`config.mk`:
```
export PLATFORM = sky130hd
export DESIGN_NAME = cdq_cell
export DESIGN_NICKNAME = d
export VERILOG_FILES = /design/src/rtl/cdq_pkg.sv /design/src/rtl/cdq_cell.sv
export SDC_FILE = /design/constraint.sdc
export NUM_CORES = 1
export LEC_CHECK = 0
export ABC_CLOCK_PERIOD_IN_PS = 2300
export BUFFER_PORTS_ARGS = -buffer_cell sky130_fd_sc_hd__buf_2
export CAP_MARGIN = 40
export CORE_MARGIN = 3
export CORE_UTILIZATION = 39
export DETAILED_ROUTE_END_ITERATION = 7
export HOLD_SLACK_MARGIN = 0.1
export PLACE_DENSITY = 0.79
export REMOVE_ABC_BUFFERS = 1
export SETUP_SLACK_MARGIN = 0.05
export SLEW_MARGIN = 20
export SYNTH_ARGS = -nofsm -noshare
export SYNTH_HDL_FRONTEND = slang
export SYNTH_SLANG_ARGS = --single-unit
export TNS_END_PERCENT = 50
```
`constraint.sdc`:
```
create_clock -name clk -period 2.3 [get_ports clk]
set_clock_uncertainty 0.2 [all_clocks]
set_input_delay 0.46 -clock clk [delete_from_list [all_inputs] [get_ports clk]]
set_output_delay 0.46 -clock clk [all_outputs]
set_load 0.1 [all_outputs]
```
`src/rtl/cdq_pkg.sv`:
```
// cdq_pkg: shared types and constants for the circular deque.
// No dependencies; read first by all other files.
package cdq_pkg;

    localparam int unsigned DATA_W = 32;

    localparam logic [DATA_W-1:0] NEG_ONE = '1;

    typedef enum logic [1:0] {
        ACT_PUSH_FRONT = 2'd0,
        ACT_PUSH_REAR  = 2'd1,
        ACT_POP_FRONT  = 2'd2,
        ACT_POP_REAR   = 2'd3
    } action_t;

    // Broadcast to every cell in the row
    typedef struct packed {
        logic              shift_right;  // push front
        logic              shift_left;   // pop front
        logic              append;       // push rear
        logic              drop;         // pop rear
        logic [DATA_W-1:0] push_value;
    } cell_op_t;

endpackage

```
`src/rtl/cdq_cell.sv`:
```
// cdq_cell: one slot of the deque row, holding a value and a valid bit.
// Depends on cdq_pkg; instantiated by circular_deque.
module cdq_cell
    import cdq_pkg::*;
(
    input  logic              clk,
    input  logic              rst_n,
    input  cell_op_t          op,
    input  logic [DATA_W-1:0] left_value,
    input  logic              left_valid,
    input  logic [DATA_W-1:0] right_value,
    input  logic              right_valid,
    output logic [DATA_W-1:0] value,
    output logic              valid
);

    logic [DATA_W-1:0] value_reg;
    logic [DATA_W-1:0] value_next;
    logic              valid_reg;
    logic              valid_next;

    always_comb
    begin
        value_next = value_reg;
        valid_next = valid_reg;
        if (op.shift_right)
        begin
            value_next = left_value;
            valid_next = left_valid;
        end
        else if (op.shift_left)
        begin
            value_next = right_value;
            valid_next = right_valid;
        end
        else if (op.append)
        begin
            // first free slot behind the last occupied one
            if (!valid_reg && left_valid)
            begin
                value_next = op.push_value;
                valid_next = 1'b1;
            end
        end
        else if (op.drop)
        begin
            if (valid_reg && !right_valid)
            begin
                valid_next = 1'b0;
            end
        end
    end

    always_ff @(posedge clk or negedge rst_n)
    begin
        if (!rst_n)
        begin
            valid_reg <= 1'b0;
        end
        else
        begin
            valid_reg <= valid_next;
        end
    end

    always_ff @(posedge clk)
    begin
        value_reg <= value_next;
    end

    assign value = value_reg;
    assign valid = valid_reg;

endmodule

```
==> impl_metrics.tcl <==
set metrics [dict create \
    slowest_delay_ns 0.44 \
    worstPathArrival_ns 1.07 \
    critPathSlowestCell "buf_2" \
    post-route-min-period_ns 1.73 \
    io_buffers 136 \
    worst_pin_slew_ns 0.507 \
    syn_area_um2 1750 \
    postCtsSetupBuffers 0 \
    initial_core_util 0.421 \
    status "complete, no violations" \
    nets 392 \
    path_max_fanout 3 \
    num_rows 23 \
    ys_top_cells_by_area "edfxtp_1 55%, mux2i_1 18%, o21ai_1 8.3%, nand2_1 7.1%, buf_12 3.4%" \
    cts_tree "done" \
    io_pins 137 \
    power_uw 1870 \
    synth_flop_cell "edfxtp_1" \
    min_path_type "primary input to flop" \
    synth_top_area_frac 0.551 \
    hold_viol 0 \
    antenna_found_initial 0 \
    postRouteAntennaNets 0 \
    hpwl_mm 4.07 \
    cts_hold_buf 1 \
    gr-usage-all-layers 0.179 \
    slew_headroom 0.665 \
    cts_resized 0 \
    cp_cell_sequence "buf_2" \
    largest_reg_flops 32 \
    ys_types 17 \
    crit_buf_inv 1 \
    synth_area_per_cell_um2 11.7 \
    worst_ep_required_time_ns 1.64 \
    drc_errors 0 \
    htreeDepth 2 \
    synth_commonest_cells "33 x nand2_1, 32 x edfxtp_1, 32 x mux2i_1, 29 x o21ai_1, 4 x o21ai_0" \
    rsz0062_at_grt "false" \
    first_global_vias 1564 \
    synth-edff-count 32 \
    yosys.area.top_type "edfxtp_1" \
    fin_setup_tns_ns 0 \
    core_um2 4140 \
    slew_violations 0 \
    crit_type "flop to output pin" \
    clock_latency_ns 0.27 \
    yosys_warnings 0 \
    preCtsSetupSlack_ns 0.527 \
    leakagePower_uw 0.00129 \
    die_x_um 72.9 \
    layout_worst_path_cycle_share 0.754 \
    avgViaCountPerCell 4.89 \
    root_buffer "clkbuf_8" \
    drv_cap 0 \
    power_density_nw_per_um2 736 \
    drive_above_1_share 0.516 \
    clockBufferDepth 2 \
    yosys.cell_count.top_type "nand2_1" \
    die-area_um2 5310 \
    drtPass1Iterations 4 \
    finalWorstSetupSlack_ns 0.567 \
    fmax_mhz 577 \
    antennaDiodeCount 0 \
    endpoint_kind "output pin" \
    setup_viol 0 \
    irDropWorstVdd_v 0.000282 \
    clock_sinks 33 \
    gr-total-overflow 0 \
    vias 1657 \
    critPathLaunchType "flop" \
    grt_max_degree 41 \
    syn-instance-count 149 \
    gp_congestion 0.728 \
    dieHeight_um 72.9 \
    ys_ff_latch 33 \
    cts_buffers 5 \
    seq_area_frac_synth 0.565 \
    wl_per_cell_um 14.8 \
    area_growth_syn_to_layout_pct 45.7 \
    cp_top_family "buffers and inverters" \
    synthArstFlopShare 0.0303 \
    initialDrtViolationCount 127 \
    clkTransAtPathRegs_ns 0.06 \
    fillers 351 \
    drt_wl_total_mm 5.01 \
    grt_pass1_wl_mm 7.15 \
]
final timing paths:
check | from | end | slack (ns) | cells past startpoint
max in group asynchronous | rst_n | valid | 1.53 | 2
max | valid | valid | 0.57 | 1
min reg2reg | valid | valid | 0.41 | 2
min | right_valid | valid | 0.24 | 3
max reg2reg | valid | value[24] | 0.85 | 3
min in group asynchronous | rst_n | valid | 0.28 | 2
metal layers:
layer	GRT usage	wire length, um
met1	0.197	1850
met5	0	0
met3	0.0496	512
met4	0.0615	63
met2	0.329	2580
layout by cell type, fill, tap and decap left out:
cell,instances
buf_12,2
dfrtp_1,1
nand2_1,33
nand3_1,1
inv_1,1
o21ai_1,29
nor2_1,1
nor2b_1,1
clkbuf_8,5
o21ai_0,4
mux2i_1,32
clkbuf_1,1
dlygate4sd3_1,1
nand3b_1,2
clkinv_2,2
buf_4,4
o311ai_0,1
buf_2,136
edfxtp_1,32
power by group:
group	internal, uW	switching, uW	total, uW	leakage [uW]
Clock	209	195	404	0.0000450
Combinational	159	562	721	0.000904
Sequential	733	15.8	748	0.000346
area by class of cell:
type | instances | area, um2 | share of cell area
flip-flops and latches | 33 | 986 | 0.388
clock inverters | 2 | 10.0 | 0.00394
repair buffers | 143 | 761 | 0.299
clock buffers | 6 | 72.6 | 0.0285
well taps | 50 | 62.6 | 0.0246
multi-input cells | 104 | 648 | 0.255
inverters | 1 | 3.75 | 0.00148
worst register-to-register path, cell delays in order, from the launching register on:
cell      delay [ns]
dfrtp_1         0.39
nand3b_1        0.16
nand2_1         0.09
buf_4           0.29
through the flow:
step / hold slack, ns / utilization / std cells / area [um2]
floorplan: -0.0356 / - / 138 / 1640
global placement: 0.0413 / 0.591 / 330 / 2450
detailed placement: 0.0395 / 0.591 / 330 / 2450
CTS: 0.230 / 0.614 / 339 / 2540
global route: 0.236 / 0.614 / 339 / 2540
finish: 0.242 / 0.614 / 339 / 2540
cells by family (layout without fill, tap and decap cells):
logic type / count (synthesis) / in the layout / share of synthesized area
simple gates: 38 / 38 / 0.0882
compound gates: 34 / 34 / 0.0996
flops: 33 / 33 / 0.565
mux: 32 / 32 / 0.184
buf+inv: 12 / 152 / 0.0638
Note: power is estimated with default switching activity, not from simulation.
